==> src/hw/rtl/assert_macros.svh <==
// assertion helpers included by the core rtl
`ifndef ASSERT_MACROS_SVH
`define ASSERT_MACROS_SVH

// property that must hold on every clock while out of reset
`define DTS_ASSERT(name, clk, rstn, prop, msg) \
    name: assert property (@(posedge clk) disable iff (!(rstn)) (prop)) else $error(msg);

// trigger in one cycle implies a property in the next cycle
`define DTS_ASSERT_NEXT(name, clk, rstn, trig, prop, msg) \
    name: assert property (@(posedge clk) disable iff (!(rstn)) (trig) |=> (prop)) \
        else $error(msg);

`endif

==> src/hw/rtl/dts_pkg.sv <==
`timescale 1ns / 1ps

package dts_pkg;

    // field widths fixed by the interface
    localparam int CMD_W  = 2;
    localparam int NODE_W = 4;
    localparam int CFG_W  = 5;

    typedef logic [CMD_W-1:0]  cmd_t;
    typedef logic [NODE_W-1:0] node_t;
    typedef logic [CFG_W-1:0]  cfg_t;

    // command codes
    localparam cmd_t CMD_ADD   = 2'd0;
    localparam cmd_t CMD_SORT  = 2'd1;
    localparam cmd_t CMD_CLEAR = 2'd2;

    // node count after reset
    localparam cfg_t NODE_COUNT_RESET = 5'd16;

    // input word
    typedef struct packed {
        cmd_t  command;
        node_t edge_from;
        node_t edge_to;
    } in_word_t;

    // result word
    typedef struct packed {
        node_t ordered_node;
        logic  last;
        logic  edges_dropped;
    } out_word_t;

endpackage

==> src/hw/rtl/dts_ram.sv <==
`timescale 1ns / 1ps

module dts_ram #(
    parameter int WIDTH = 8,
    parameter int DEPTH = 16,
    parameter int AW    = (DEPTH > 1) ? $clog2(DEPTH) : 1
) (
    input  logic             aclk,
    input  logic             we,
    input  logic [AW-1:0]    waddr,
    input  logic [WIDTH-1:0] wdata,
    input  logic             re,
    input  logic [AW-1:0]    raddr,
    output logic [WIDTH-1:0] rdata
);

    logic [WIDTH-1:0] mem [DEPTH];
    logic [WIDTH-1:0] rdata_reg;

    // one write port, one registered read port
    always_ff @(posedge aclk) begin
        if (we) begin
            mem[waddr] <= wdata;
        end
        if (re) begin
            rdata_reg <= mem[raddr];
        end
    end

    assign rdata = rdata_reg;

endmodule

==> src/hw/rtl/dts_match.sv <==
`timescale 1ns / 1ps

module dts_match #(
    parameter int MAX_NODES = 16
) (
    input  dts_pkg::node_t                        edge_src,
    input  dts_pkg::node_t                        edge_dst,
    input  logic [$clog2(MAX_NODES)-1:0]          cur_node,
    input  logic [$clog2(MAX_NODES+1)-1:0]        node_limit,
    input  logic [MAX_NODES-1:0]                  visited,
    output logic                                  hit,
    output logic [$clog2(MAX_NODES)-1:0]          dst_idx
);

    localparam int NIW  = $clog2(MAX_NODES);
    localparam int CW   = $clog2(MAX_NODES + 1);
    localparam int NVW  = (NIW > dts_pkg::NODE_W) ? NIW : dts_pkg::NODE_W;
    localparam int CMPW = CW + dts_pkg::NODE_W;

    logic src_match;
    logic dst_in_range;

    // edge leaves the current node and reaches a fresh node in range
    assign src_match    = NVW'(edge_src) == NVW'(cur_node);
    assign dst_in_range = CMPW'(edge_dst) < CMPW'(node_limit);
    assign dst_idx      = NIW'(edge_dst);
    assign hit          = src_match && dst_in_range && !visited[dst_idx];

endmodule

==> src/hw/rtl/dts_core.sv <==
`timescale 1ns / 1ps
`include "assert_macros.svh"

module dts_core #(
    parameter int MAX_NODES = 16,
    parameter int MAX_EDGES = 64
) (
    input  logic                           aclk,
    input  logic                           aresetn,
    input  logic                           s_valid,
    output logic                           s_ready,
    input  dts_pkg::in_word_t              s_data,
    input  logic [$clog2(MAX_NODES+1)-1:0] node_limit,
    output logic                           emit_valid,
    input  logic                           emit_ready,
    output dts_pkg::out_word_t             emit_word
);

    localparam int NIW  = $clog2(MAX_NODES);
    localparam int CW   = $clog2(MAX_NODES + 1);
    localparam int EW   = $clog2(MAX_EDGES + 1);
    localparam int AW   = (MAX_EDGES > 1) ? $clog2(MAX_EDGES) : 1;
    localparam int CMPW = CW + dts_pkg::NODE_W;
    localparam int EDW  = 2 * dts_pkg::NODE_W;
    localparam int SW   = NIW + EW;

    // sequencer states
    localparam logic [2:0] ST_IDLE      = 3'd0;
    localparam logic [2:0] ST_START     = 3'd1;
    localparam logic [2:0] ST_SCAN_RD   = 3'd2;
    localparam logic [2:0] ST_SCAN_CHK  = 3'd3;
    localparam logic [2:0] ST_POP_LOAD  = 3'd4;
    localparam logic [2:0] ST_EMIT_RD   = 3'd5;
    localparam logic [2:0] ST_EMIT_WAIT = 3'd6;

    logic [2:0]           state_reg, state_next;
    logic [EW-1:0]        edge_total_reg, edge_total_next;
    logic                 drop_reg, drop_next;
    logic [MAX_NODES-1:0] visited_reg, visited_next;
    logic [CW-1:0]        start_reg, start_next;
    logic [CW-1:0]        depth_reg, depth_next;
    logic [NIW-1:0]       cur_u_reg, cur_u_next;
    logic [EW-1:0]        cur_p_reg, cur_p_next;
    logic [CW-1:0]        finish_total_reg, finish_total_next;
    logic [NIW-1:0]       emit_idx_reg, emit_idx_next;

    logic                 edge_we, edge_re;
    logic [AW-1:0]        edge_waddr, edge_raddr;
    logic [EDW-1:0]       edge_wdata, edge_rdata;
    logic                 stack_we, stack_re;
    logic [NIW-1:0]       stack_waddr, stack_raddr;
    logic [SW-1:0]        stack_wdata, stack_rdata;
    logic                 fin_we, fin_re;
    logic [NIW-1:0]       fin_waddr, fin_raddr;
    logic [NIW-1:0]       fin_rdata;

    logic                 hit;
    logic [NIW-1:0]       dst_idx;
    logic [EW-1:0]        cur_p_dec;
    logic [CW-1:0]        depth_m1, depth_m2;
    logic [NIW-1:0]       start_idx;
    logic                 add_bad;

    // edge table: source in the upper half, target in the lower half
    dts_ram #(.WIDTH(EDW), .DEPTH(MAX_EDGES), .AW(AW)) u_edge_ram (
        .aclk  (aclk),
        .we    (edge_we),
        .waddr (edge_waddr),
        .wdata (edge_wdata),
        .re    (edge_re),
        .raddr (edge_raddr),
        .rdata (edge_rdata)
    );

    // saved stack frames below the current top: node and scan position
    dts_ram #(.WIDTH(SW), .DEPTH(MAX_NODES), .AW(NIW)) u_stack_ram (
        .aclk  (aclk),
        .we    (stack_we),
        .waddr (stack_waddr),
        .wdata (stack_wdata),
        .re    (stack_re),
        .raddr (stack_raddr),
        .rdata (stack_rdata)
    );

    // post-order of finished nodes
    dts_ram #(.WIDTH(NIW), .DEPTH(MAX_NODES), .AW(NIW)) u_finish_ram (
        .aclk  (aclk),
        .we    (fin_we),
        .waddr (fin_waddr),
        .wdata (cur_u_reg),
        .re    (fin_re),
        .raddr (fin_raddr),
        .rdata (fin_rdata)
    );

    // shared edge compare unit, one edge per check
    dts_match #(.MAX_NODES(MAX_NODES)) u_match (
        .edge_src   (edge_rdata[EDW-1:dts_pkg::NODE_W]),
        .edge_dst   (edge_rdata[dts_pkg::NODE_W-1:0]),
        .cur_node   (cur_u_reg),
        .node_limit (node_limit),
        .visited    (visited_reg),
        .hit        (hit),
        .dst_idx    (dst_idx)
    );

    assign cur_p_dec = cur_p_reg - 1'b1;
    assign depth_m1  = depth_reg - 1'b1;
    assign depth_m2  = depth_reg - CW'(2);
    assign start_idx = start_reg[NIW-1:0];
    assign add_bad   = (CMPW'(s_data.edge_from) >= CMPW'(node_limit))
                    || (CMPW'(s_data.edge_to) >= CMPW'(node_limit))
                    || (edge_total_reg == EW'(MAX_EDGES));

    assign s_ready    = state_reg == ST_IDLE;
    assign emit_valid = state_reg == ST_EMIT_WAIT;

    // result word from the finish order, newest first
    always_comb begin
        emit_word.ordered_node  = dts_pkg::node_t'(fin_rdata);
        emit_word.last          = emit_idx_reg == '0;
        emit_word.edges_dropped = drop_reg;
    end

    // sequencer
    always_comb begin
        state_next        = state_reg;
        edge_total_next   = edge_total_reg;
        drop_next         = drop_reg;
        visited_next      = visited_reg;
        start_next        = start_reg;
        depth_next        = depth_reg;
        cur_u_next        = cur_u_reg;
        cur_p_next        = cur_p_reg;
        finish_total_next = finish_total_reg;
        emit_idx_next     = emit_idx_reg;

        edge_we     = 1'b0;
        edge_waddr  = edge_total_reg[AW-1:0];
        edge_wdata  = {s_data.edge_from, s_data.edge_to};
        edge_re     = 1'b0;
        edge_raddr  = cur_p_dec[AW-1:0];
        stack_we    = 1'b0;
        stack_waddr = depth_m1[NIW-1:0];
        stack_wdata = {cur_u_reg, cur_p_reg};
        stack_re    = 1'b0;
        stack_raddr = depth_m2[NIW-1:0];
        fin_we      = 1'b0;
        fin_waddr   = finish_total_reg[NIW-1:0];
        fin_re      = 1'b0;
        fin_raddr   = emit_idx_reg;

        case (state_reg)
            ST_IDLE: begin
                if (s_valid) begin
                    case (s_data.command)
                        dts_pkg::CMD_ADD: begin
                            if (add_bad) begin
                                drop_next = 1'b1;
                            end else begin
                                edge_we         = 1'b1;
                                edge_total_next = edge_total_reg + 1'b1;
                            end
                        end
                        dts_pkg::CMD_SORT: begin
                            visited_next      = '0;
                            finish_total_next = '0;
                            start_next        = '0;
                            state_next        = ST_START;
                        end
                        dts_pkg::CMD_CLEAR: begin
                            edge_total_next = '0;
                            drop_next       = 1'b0;
                        end
                        default: begin
                        end
                    endcase
                end
            end
            // walk start nodes in ascending order
            ST_START: begin
                if (start_reg == node_limit) begin
                    if (finish_total_reg == '0) begin
                        state_next = ST_IDLE;
                    end else begin
                        emit_idx_next = NIW'(finish_total_reg - 1'b1);
                        state_next    = ST_EMIT_RD;
                    end
                end else if (visited_reg[start_idx]) begin
                    start_next = start_reg + 1'b1;
                end else begin
                    cur_u_next              = start_idx;
                    cur_p_next              = edge_total_reg;
                    depth_next              = CW'(1);
                    visited_next[start_idx] = 1'b1;
                    state_next              = ST_SCAN_RD;
                end
            end
            // fetch the next older edge, or finish the top node
            ST_SCAN_RD: begin
                if (cur_p_reg == '0) begin
                    if (finish_total_reg != CW'(MAX_NODES)) begin
                        fin_we            = 1'b1;
                        finish_total_next = finish_total_reg + 1'b1;
                    end
                    depth_next = depth_m1;
                    if (depth_reg == CW'(1)) begin
                        state_next = ST_START;
                    end else begin
                        stack_re   = 1'b1;
                        state_next = ST_POP_LOAD;
                    end
                end else begin
                    edge_re    = 1'b1;
                    cur_p_next = cur_p_dec;
                    state_next = ST_SCAN_CHK;
                end
            end
            // descend into a fresh successor
            ST_SCAN_CHK: begin
                if (hit && depth_reg != CW'(MAX_NODES)) begin
                    stack_we              = 1'b1;
                    cur_u_next            = dst_idx;
                    cur_p_next            = edge_total_reg;
                    visited_next[dst_idx] = 1'b1;
                    depth_next            = depth_reg + 1'b1;
                end
                state_next = ST_SCAN_RD;
            end
            ST_POP_LOAD: begin
                cur_u_next = stack_rdata[SW-1:EW];
                cur_p_next = stack_rdata[EW-1:0];
                state_next = ST_SCAN_RD;
            end
            ST_EMIT_RD: begin
                fin_re     = 1'b1;
                state_next = ST_EMIT_WAIT;
            end
            ST_EMIT_WAIT: begin
                if (emit_ready) begin
                    if (emit_idx_reg == '0) begin
                        state_next = ST_IDLE;
                    end else begin
                        emit_idx_next = emit_idx_reg - 1'b1;
                        state_next    = ST_EMIT_RD;
                    end
                end
            end
            default: begin
                state_next = ST_IDLE;
            end
        endcase
    end

    always_ff @(posedge aclk) begin
        if (!aresetn) begin
            state_reg        <= ST_IDLE;
            edge_total_reg   <= '0;
            drop_reg         <= 1'b0;
            visited_reg      <= '0;
            start_reg        <= '0;
            depth_reg        <= '0;
            finish_total_reg <= '0;
            emit_idx_reg     <= '0;
        end else begin
            state_reg        <= state_next;
            edge_total_reg   <= edge_total_next;
            drop_reg         <= drop_next;
            visited_reg      <= visited_next;
            start_reg        <= start_next;
            depth_reg        <= depth_next;
            finish_total_reg <= finish_total_next;
            emit_idx_reg     <= emit_idx_next;
        end
    end

    // search position registers
    always_ff @(posedge aclk) begin
        cur_u_reg <= cur_u_next;
        cur_p_reg <= cur_p_next;
    end

    // checks
    `DTS_ASSERT(a_depth_bound, aclk, aresetn, depth_reg <= CW'(MAX_NODES), "stack depth overflow")
    `DTS_ASSERT(a_edge_bound, aclk, aresetn, edge_total_reg <= EW'(MAX_EDGES), "edge count overflow")
    `DTS_ASSERT(a_top_visited, aclk, aresetn, (state_reg != ST_SCAN_RD) || visited_reg[cur_u_reg], "node on stack not marked visited")
    `DTS_ASSERT(a_emit_in_range, aclk, aresetn, !emit_valid || (CW'(emit_idx_reg) < finish_total_reg), "emit index beyond finish order")
    `DTS_ASSERT_NEXT(a_sort_clears, aclk, aresetn, s_valid && s_ready && (s_data.command == dts_pkg::CMD_SORT), (visited_reg == '0) && (finish_total_reg == '0), "sort did not clear marks")

endmodule

==> src/hw/rtl/dfs_topological_sort.sv <==
// operation: add and clear are handled in the idle state; a sort walks the start nodes, scans the
// stored edges of each visited node, newest first, then emits result words, newest finished first
// input: one word at a time, refused while a sort runs; each edge is read from the table, then checked
// results leave through an output register, so a finished word may wait while the next runs
// reset: synchronous active low; clears edges, drop flag, marks and counts, node_count = 16
`timescale 1ns / 1ps

module dfs_topological_sort #(
    parameter int MAX_NODES = 16,
    parameter int MAX_EDGES = 64
) (
    input  logic               aclk,
    input  logic               aresetn,
    input  logic               s_valid,
    output logic               s_ready,
    input  dts_pkg::in_word_t  s_data,
    output logic               m_valid,
    input  logic               m_ready,
    output dts_pkg::out_word_t m_data,
    input  logic               cfg_valid,
    output logic               cfg_ready,
    input  dts_pkg::cfg_t      cfg_data
);

    localparam int CW = $clog2(MAX_NODES + 1);

    dts_pkg::cfg_t      node_count_reg;
    logic [CW-1:0]      node_limit;
    logic               m_valid_reg;
    dts_pkg::out_word_t m_data_reg;
    logic               emit_valid;
    logic               emit_ready;
    dts_pkg::out_word_t emit_word;

    // node count register, clamped to the node capacity
    assign cfg_ready  = 1'b1;
    assign node_limit = (int'(node_count_reg) > MAX_NODES) ? CW'(MAX_NODES)
                                                           : CW'(node_count_reg);

    always_ff @(posedge aclk) begin
        if (!aresetn) begin
            node_count_reg <= dts_pkg::NODE_COUNT_RESET;
        end else if (cfg_valid) begin
            node_count_reg <= cfg_data;
        end
    end

    dts_core #(.MAX_NODES(MAX_NODES), .MAX_EDGES(MAX_EDGES)) u_core (
        .aclk       (aclk),
        .aresetn    (aresetn),
        .s_valid    (s_valid),
        .s_ready    (s_ready),
        .s_data     (s_data),
        .node_limit (node_limit),
        .emit_valid (emit_valid),
        .emit_ready (emit_ready),
        .emit_word  (emit_word)
    );

    // output register
    assign emit_ready = !m_valid_reg || m_ready;

    always_ff @(posedge aclk) begin
        if (!aresetn) begin
            m_valid_reg <= 1'b0;
        end else if (emit_ready) begin
            m_valid_reg <= emit_valid;
        end
    end

    always_ff @(posedge aclk) begin
        if (emit_ready && emit_valid) begin
            m_data_reg <= emit_word;
        end
    end

    assign m_valid = m_valid_reg;
    assign m_data  = m_data_reg;

endmodule
==> config.mk <==
export PLATFORM = sky130hd
export DESIGN_NAME = dfs_topological_sort
export DESIGN_NICKNAME = d
export VERILOG_FILES = /design/src/hw/rtl/dts_pkg.sv /design/src/hw/rtl/dts_ram.sv /design/src/hw/rtl/dts_match.sv /design/src/hw/rtl/dts_core.sv /design/src/hw/rtl/dfs_topological_sort.sv
export VERILOG_INCLUDE_DIRS = /design/src /design/src/hw/rtl
export SDC_FILE = /design/constraint.sdc
export NUM_CORES = 1
export LEC_CHECK = 0
export BUFFER_PORTS_ARGS = -buffer_cell sky130_fd_sc_hd__clkbuf_2
export CAP_MARGIN = 20
export CORE_ASPECT_RATIO = 1.1
export CORE_MARGIN = 2
export CORE_UTILIZATION = 60
export DETAILED_ROUTE_END_ITERATION = 8
export PLACE_DENSITY = 0.85
export RECOVER_POWER = 50
export SYNTH_ARGS = -nofsm -noshare
export SYNTH_HDL_FRONTEND = slang
export SYNTH_SLANG_ARGS = --single-unit
==> constraint.sdc <==
create_clock -name aclk -period 4.3 [get_ports aclk]
set_input_delay 0.43 -clock aclk [delete_from_list [all_inputs] [get_ports aclk]]
set_output_delay 0.43 -clock aclk [all_outputs]
set_load 0.01 [all_outputs]
==> results.md, run 1 <==
* TNS Setup at 0 ns
* Seq/Total Area, Yosys at 72.3%
* Max-cap violations at 12
* Clk_lat worst skew at 0.64 ns
* FF/Latch Area at 24800 um^2
* Starting Density at 60.9%
* Final setup fails at 0
* GPL Wtd Cong at 0.903
* Max Buffers Root-to-Sink at 3
* Worst reg2reg startpoint: node_count_reg[0]
* Crit-path max FO at 8
* Final Max Slew Viols at 652
* Clock transition at the registers of the reported paths at 0.06 ns
* Post-DP HPWL at 48500 um
* Failing checks: max-capacitance violations, max-slew violations
* DRC violations left at 0
* Critical path's top delay family: simple AND/OR/NAND/NOR gates
* Final worst-path cycle share at 95.3%
* DR WL/cell at 31.4 um
* VDD IR max at 0.391 mV
* Clock Skew at 0.0247 ns
* Post-synthesis cell area at 34300 um^2
* Async SR Flop Fraction at 0%
* Syn avg cell area at 19.4 um^2
* Overflow after GRT at 0
* CTS Buf Count at 80
* Root Driver: clkbuf_16
* Total Power at 17.3 mW
* CP Class: reg2reg
* Initial antenna violation count at 2
* Vias in the first global route at 18373
* Synth area leader: edfxtp_1
* Core area at 56400 um^2
* Synth top area share at 69.3%
* Post-CTS Hold Buffers at 0
* CTS tree: done
* Fin worst setup slack at 0.203 ns
* Largest reg by FF count: u_core.u_edge_ram.mem
* Endpoint class of the critical path: flip-flop
* Met2 wire len at 41700 um
* Ys flop type: edfxtp_1
* Top cells by area, synth: edfxtp_1, mux4_2, dfxtp_1
* DRT met1 WL at 29000 um
* Int Pwr at 13.4 mW
* Final nets at 1881
* Net Sw Power at 3.88 mW
* Io pins at 29
* Most Frequent Cell on Critical Path: a21o_1
* DRT iter0 DRCs at 2791
* Pin count of the biggest net entering global routing at 78
* Die Wd at 232 um
* PortBufs at 27
* Critical Path AT at 4.34 ns
* Number of flops mapped to enable cells by yosys at 792
* Synth Register Bits at 844
* RSZ-0062 raised after global routing: no
* WL final at 82700 um
* Final ANT Viol Nets at 0
* Fmax at 244 MHz
* Biggest regs: u_core.u_edge_ram.mem x512, u_core.u_stack_ram.mem x176, u_core.u_finish_ram.mem x64
* Final hold vios at 0
* Critical Path, Cell by Cell: nor2b_1, ha_1, nand2b_1, a21o_1, a21o_1, a221o_1, a211oi_2, nand2_1, nor2_1
* Reg2Reg Depth at 9
* Cell count after synthesis at 1771
* Rows at 91
* Die Span Y at 255 um
* DRT Pass-1 Iters at 6
* Yosys cell types at 69
* Largest stage delay on the critical path at 0.81 ns
* # Post-CTS Setup Buffers at 0
* WHS Endpoint: node_count_reg[4]
* Post-CTS Resized at 0
* Syn nets at 1824
* FF-to-FF End: u_core.u_edge_ram.mem[44][2]
* Startpoint types: flip-flop
* Share of cells above drive strength 1 at 22.0%
* Slowest-stage cell, CP: nor2_1
* Max reg flops at 512
* R2r setup slk at 0.20 ns
* Synth cell count leaders: edfxtp_1, mux4_2, nor2_1
* Power share of the clock group at 39.9%
* Multi-input gate area at 8990 um^2
* Hold path depth at 3
* Crit path buffers/inverters at 0
* Top routing layer in use: met5
* Cell with the most instances after synthesis: edfxtp_1
* Worst slack, placed at 0.397 ns
* Worst-Margin Slew at 3.45 ns
* Pwr dens at 458 nW/um^2
* Hold_sp: cfg_data[4]
* DR vias at 18190
* Clk sinks at 844
* Power share of the sequential group at 52.6%
* Synth warnings at 0
* Leakage at 11.7 nW
* Hold Slack at 0.0611 ns
* Rel. slew slack at -130%
* Gr usage total at 29.0%
* Status: complete, but fails checks
* Hold WC Path Type: in2reg
* Antenna diode count at 0
* Min Tclk post-route at 4.10 ns
* Fill count at 3330
* First-pass GRT wire length at 124000 um
* Routed vias/inst at 6.91
* Net Sw Frac at 22.4%
* Area Overhead vs Synth at 10.1%
* H-tree depth at 3
* Comb pwr share at 7.6%
* Met3 WL at 8010 um
* DIE AREA at 59200 um^2
* Worst Path Required at 4.55 ns
per-stage QoR:
step           instance area (um^2)  instances  util [%]
6_report                      37800       2633      67.0
2_1_floorplan                 34300       1771         -
4_1_cts                       37900       2632      67.2
5_1_grt                       37800       2633      67.0
3_3_place_gp                  35400       2489      62.7
3_5_place_dp                  35400       2489      62.7
placed cells by master (no fill, tap or decap), types with 21 or more instances in the layout:
cell | synthesis | routed
edfxtp_1 | 792 | 792
mux4_2 | 247 | 247
nor2_1 | 140 | 140
clkbuf_16 | 0 | 81
nand2_1 | 72 | 72
dfxtp_1 | 52 | 50
clkbuf_1 | 63 | 47
ha_1 | 33 | 32
buf_4 | 2 | 25
mux2i_1 | 22 | 22
inv_1 | 22 | 22
o21ai_0 | 21 | 21
metal layers:
metal	GRT usage (%)	up-vias
met3	4.81	247
li1	-	7351
met2	48.3	1333
met1	38.1	9257
met4	13.0	2
met5	0	-
worst register-to-register path, delay by kind of cell, from the launching register on:
kind / cells / cell delay (ns)
and+or+nand+nor: 4 / 1.86
adders and majority gates: 1 / 0.29
DFF: 1 / 0.39
AOI/OAI and AO/OA: 4 / 1.16
power by group through the flow:
stage / clock [mW] / combinational (mW) / sequential (mW)
2_1_floorplan: 0 / 0.849 / 9.24
3_3_place_gp: 0 / 1.24 / 9.26
3_5_place_dp: 0 / 1.28 / 9.26
4_1_cts: 6.95 / 1.31 / 9.09
5_1_grt: 7.23 / 1.36 / 9.11
6_report: 6.90 / 1.31 / 9.10
kinds of logic (layout without fill, tap and decap cells):
group                      Yosys count  in the layout  share of synthesized area (%)
other                                1              1                         0.0109
and+or+nand+nor                    336            336                           4.53
muxes                              269            269                           16.8
xor gates and xnor gates            24             24                          0.612
adders and majority gates           33             33                           1.20
AOI/OAI and AO/OA                  142            142                           2.91
buffers and inverters              122            240                           1.59
DFF                                844            844                           72.3
layout make-up:
type / instances / area share (%)
Sequential cell: 844 / 65.7
Multi-Input combinational cell: 805 / 23.8
Clock buffer: 96 / 5.51
Tap cell: 744 / 2.46
Clock inverter: 47 / 1.14
Timing Repair Buffer: 72 / 1.13
Inverter: 25 / 0.248
worst max-delay path by stage:
| stage | startpoint | end | slack, ns | cells after the start |
|---|---|---|---|---|
| after floorplan | u_core.cur_p_reg[0] | u_core.u_edge_ram.rdata[0] | 0.65 | 9 |
| after global placement | s_data[4] | u_core.u_edge_ram.mem[4][6] | 0.50 | 10 |
| after detailed placement | s_data[4] | u_core.u_edge_ram.mem[4][2] | 0.40 | 10 |
| after CTS | node_count_reg[0] | u_core.u_edge_ram.mem[12][6] | 0.36 | 9 |
| after global routing | node_count_reg[0] | u_core.u_edge_ram.mem[15][3] | 0.18 | 9 |
| final | node_count_reg[0] | u_core.u_edge_ram.mem[44][2] | 0.20 | 9 |
No activity file was read; power rests on OpenSTA's default activity.
==> run 2: changes to the inputs <==
--- a/config.mk
+++ b/config.mk
@@ -6,13 +6,15 @@
 export SDC_FILE = /design/constraint.sdc
 export NUM_CORES = 1
 export LEC_CHECK = 0
+export ABC_AREA = 1
 export BUFFER_PORTS_ARGS = -buffer_cell sky130_fd_sc_hd__clkbuf_2
 export CAP_MARGIN = 20
 export CORE_ASPECT_RATIO = 1.1
 export CORE_MARGIN = 2
 export CORE_UTILIZATION = 60
 export DETAILED_ROUTE_END_ITERATION = 8
-export PLACE_DENSITY = 0.85
+export GPL_TIMING_DRIVEN = 0
+export PLACE_DENSITY = 0.78
 export RECOVER_POWER = 50
 export SYNTH_ARGS = -nofsm -noshare
 export SYNTH_HDL_FRONTEND = slang
==> run 2 against run 1 <==
  * The flow finishes with violations (max-capacitance violations, max-slew violations, negative setup slack)
  * Via count rose by 42%
  * Synthesized area up 3.1%
  * Largest cell class unchanged
  * Critical endpoint is now u_core.u_edge_ram.rdata[1]
  * Sequential share of layout area fell by 2.6 points
  * Clock-buffer cell count rose by 6
==> results.md, run 2 <==
* FF-to-FF End: u_core.u_edge_ram.rdata[1]
* Async SR Flop Fraction at 0%
* Placed insts at 3735
* Synth area leader: edfxtp_1
* Final hold vios at 0
* Pin count of the biggest net entering global routing at 66
* Gr usage total at 33.7%
* Mux cell area share after synthesis at 0.453%
* Compound-Gate Fraction of Synth Area at 12.7%
* Biggest regs: u_core.u_edge_ram.mem x512, u_core.u_stack_ram.mem x176, u_core.u_finish_ram.mem x64
* Die Wd at 236 um
* DR WL/cell at 26.6 um
* DRT iter0 DRCs at 4302
* CTS tree: done
* Number of flops mapped to enable cells by yosys at 792
* Status: complete, but fails checks
* Overflow after GRT at 0
* Clock transition at the registers of the reported paths at 0.06 ns
* Synth cell count leaders: edfxtp_1, nor2_1, o21ai_0
* Pwr dens at 469 nW/um^2
* Rows at 93
* Top cells by area, synth: edfxtp_1, o21ai_0, nor2_1
* Final setup fails at 6
* Max Buffers Root-to-Sink at 3
* Net Sw Frac at 26.2%
* First-pass GRT wire length at 153000 um
* Clk sinks at 844
* Cell with the most instances after synthesis: edfxtp_1
* H-tree depth at 3
* Synth warnings at 0
* Worst slack, placed at -0.631 ns
* Commonest non-fill, non-tap cell in the layout: edfxtp_1
* Fmax at 227 MHz
* Crit. Startpoint: u_core.cur_p_reg[0]
* Critical path's top delay family: buffers and inverters
* XOR/XNOR Fraction of Synth Area at 0.456%
* Critical Path, Cell by Cell: buf_4, inv_2, buf_2, buf_2, ha_1, inv_1, clkbuf_2, clkbuf_1, o21ai_0, o22ai_1, o211ai_1, o211ai_1, nand3_1, nand2_1
* Startpoint types: flip-flop
* CTS Buf Count at 84
* Final core utilization at 67.4%
* Critical path depth at 14
* DIE AREA at 60900 um^2
* Io pins at 29
* Clock Skew at 0.0276 ns
* Vias in the first global route at 25178
* DRT Pass-1 Iters at 8
* Endpoint class of the critical path: flip-flop
* Worst Path Required at 4.78 ns
* Root Driver: clkbuf_16
* Failing checks: max-capacitance violations, max-slew violations, negative setup slack
* Worst reg2reg startpoint: u_core.cur_p_reg[0]
* Area Overhead vs Synth at 11.2%
* R2r setup slk at -0.10 ns
* Final ANT Viol Nets at 0
* Reg2Reg Depth at 14
* Finished Layout Cells at 3898
* Fin worst setup slack at -0.105 ns
* Worst-Margin Slew at 2.53 ns
* Hold Slack at 0.0292 ns
* Share of cells above drive strength 1 at 8.71%
* Rel. slew slack at -68.8%
* Final nets at 3122
* Starting Density at 60.6%
* Crit path buffers/inverters at 7
* Largest reg by FF count: u_core.u_edge_ram.mem
* Syn nets at 2979
* Crit-path max FO at 10
* Syn avg cell area at 12.1 um^2
* Core area at 58400 um^2
* GPL Wtd Cong at 1.01
* Fill count at 4141
* Most frequent cells in the layout: edfxtp_1, nor2_1, o21ai_0
* Min Tclk post-route at 4.40 ns
* Comb pwr share at 11.6%
* Largest family of logic cells by synthesized area: compound AO/OA/AOI/OAI gates
* Yosys cell types at 52
* DR vias at 25893
* Largest stage delay on the critical path at 0.48 ns
* Hold_sp: cfg_data[2]
* Ys flop type: edfxtp_1
* Seq/Total Area, Yosys at 70.2%
* PortBufs at 27
* DRC violations left at 0
* Max reg flops at 512
* Max-cap violations at 5
* CP endpoint: u_core.u_edge_ram.rdata[1]
* Post-synthesis cell area at 35400 um^2
* Leakage at 13.0 nW
* Hold WC Path Type: in2reg
* Adder-cell share of the synthesized area at 1.17%
* Power share of the clock group at 38.9%
* Die Span Y at 259 um
* Synth top area share at 67.2%
* Slowest-stage cell, CP: edfxtp_1
* Final Max Slew Viols at 224
* Clk_lat worst skew at 0.66 ns
* Synth Register Bits at 844
* VDD IR max at 0.366 mV
* Post-DP HPWL at 69200 um
* Power share of the sequential group at 49.4%
* Int Pwr at 13.6 mW
* Net Sw Power at 4.83 mW
* Cell count after synthesis at 2926
* Final worst-path cycle share at 102%
* Initial antenna violation count at 2
* Critical Path AT at 4.89 ns
* CP Class: reg2reg
* Synth Area in Simple Gates at 11.3%
* Routed vias/inst at 6.64
* WL final at 104000 um
==> run 2: cell types whose count changed after synthesis, sizes merged, moves of 67 or more <==
cell and delta:
o22ai +67, nor2 +398, mux4 -247, nand2 +135, o21ai +375, inv +125, o221ai +102, nand3 +114
o211ai +81
==> run 2: layout make-up <==
| type | instances | area [um^2] | share of cell area (%) |
|---|---|---|---|
| Clock buffer | 102 | 2240 | 5.70 |
| Multi-Input combinational cell | 1757 | 9250 | 23.5 |
| Inverter | 151 | 573 | 1.46 |
| Timing Repair Buffer | 57 | 304 | 0.773 |
| Tap cell | 760 | 951 | 2.42 |
| Buffer | 174 | 762 | 1.94 |
| Sequential cell | 844 | 24800 | 63.1 |
| Clock inverter | 51 | 435 | 1.11 |
| Antenna cell | 2 | 5.00 | 0.0127 |
==> run 2: worst register-to-register path, delay by kind of cell (launching register included) <==
family,cells,cell delay [ns]
buffers and inverters,7,2.01
AOI/OAI and AO/OA,4,0.88
and+or+nand+nor,2,0.53
DFF,1,0.48
adders and majority gates,1,0.35
==> run 2: stage by stage <==
stage                     setup TNS (ns)  power (mW)  instance area (um^2)
after CTS                         -11.66        18.4                 39500
after global routing            -0.00631        18.9                 39400
final                             -0.328        18.4                 39400
after floorplan                        0        10.4                 35400
after detailed placement          -30.16        11.3                 36800
after global placement            -24.43        11.3                 36500
==> run 2: repair_timing <==
item                                    4_1_cts  5_1_grt
endpoints found under the setup margin      175      186
resized for setup                            14       14
hold endpoints to repair                      1        0
hold buffers                                  1        0
setup buffers                                 2        0
==> run 2: metal layers <==
layer | share of wire [%] | global-route usage, %
met1 | 34 | 41.2
met2 | 48 | 56.4
met3 | 11 | 6.01
met4 | 6.7 | 20.9
met5 | 0 | 0
==> run 2: logic make-up (layout without fill, tap and decap cells) <==
family          count (synthesis)  in the layout
compound gates                747            747
xor+xnor                       15             15
fa+ha+maj                      33             33
buf+inv                       325            535
flops                         844            844
mux                            16             16
other cells                     1              3
simple gates                  945            945
==> run 2: worst min-delay path by stage <==
stage                     slack, ns  depth (start not counted)           endpoint
after detailed placement       0.41                          0          m_data[3]
after global routing           0.04                          3  node_count_reg[3]
final                          0.03                          3  node_count_reg[2]
after floorplan                0.40                          0          m_data[2]
after global placement         0.41                          0          m_data[2]
after CTS                      0.01                          3  node_count_reg[3]
==> run 2: power groups by stage <==
stage               logic, mW  registers (mW)  clock network [mW]
CTS                      2.08            9.11                7.18
global placement         1.95            9.31                   0
detailed placement       2.04            9.29                   0
global route             2.25            9.12                7.51
floorplan                1.18            9.26                   0
finish                   2.15            9.12                7.19
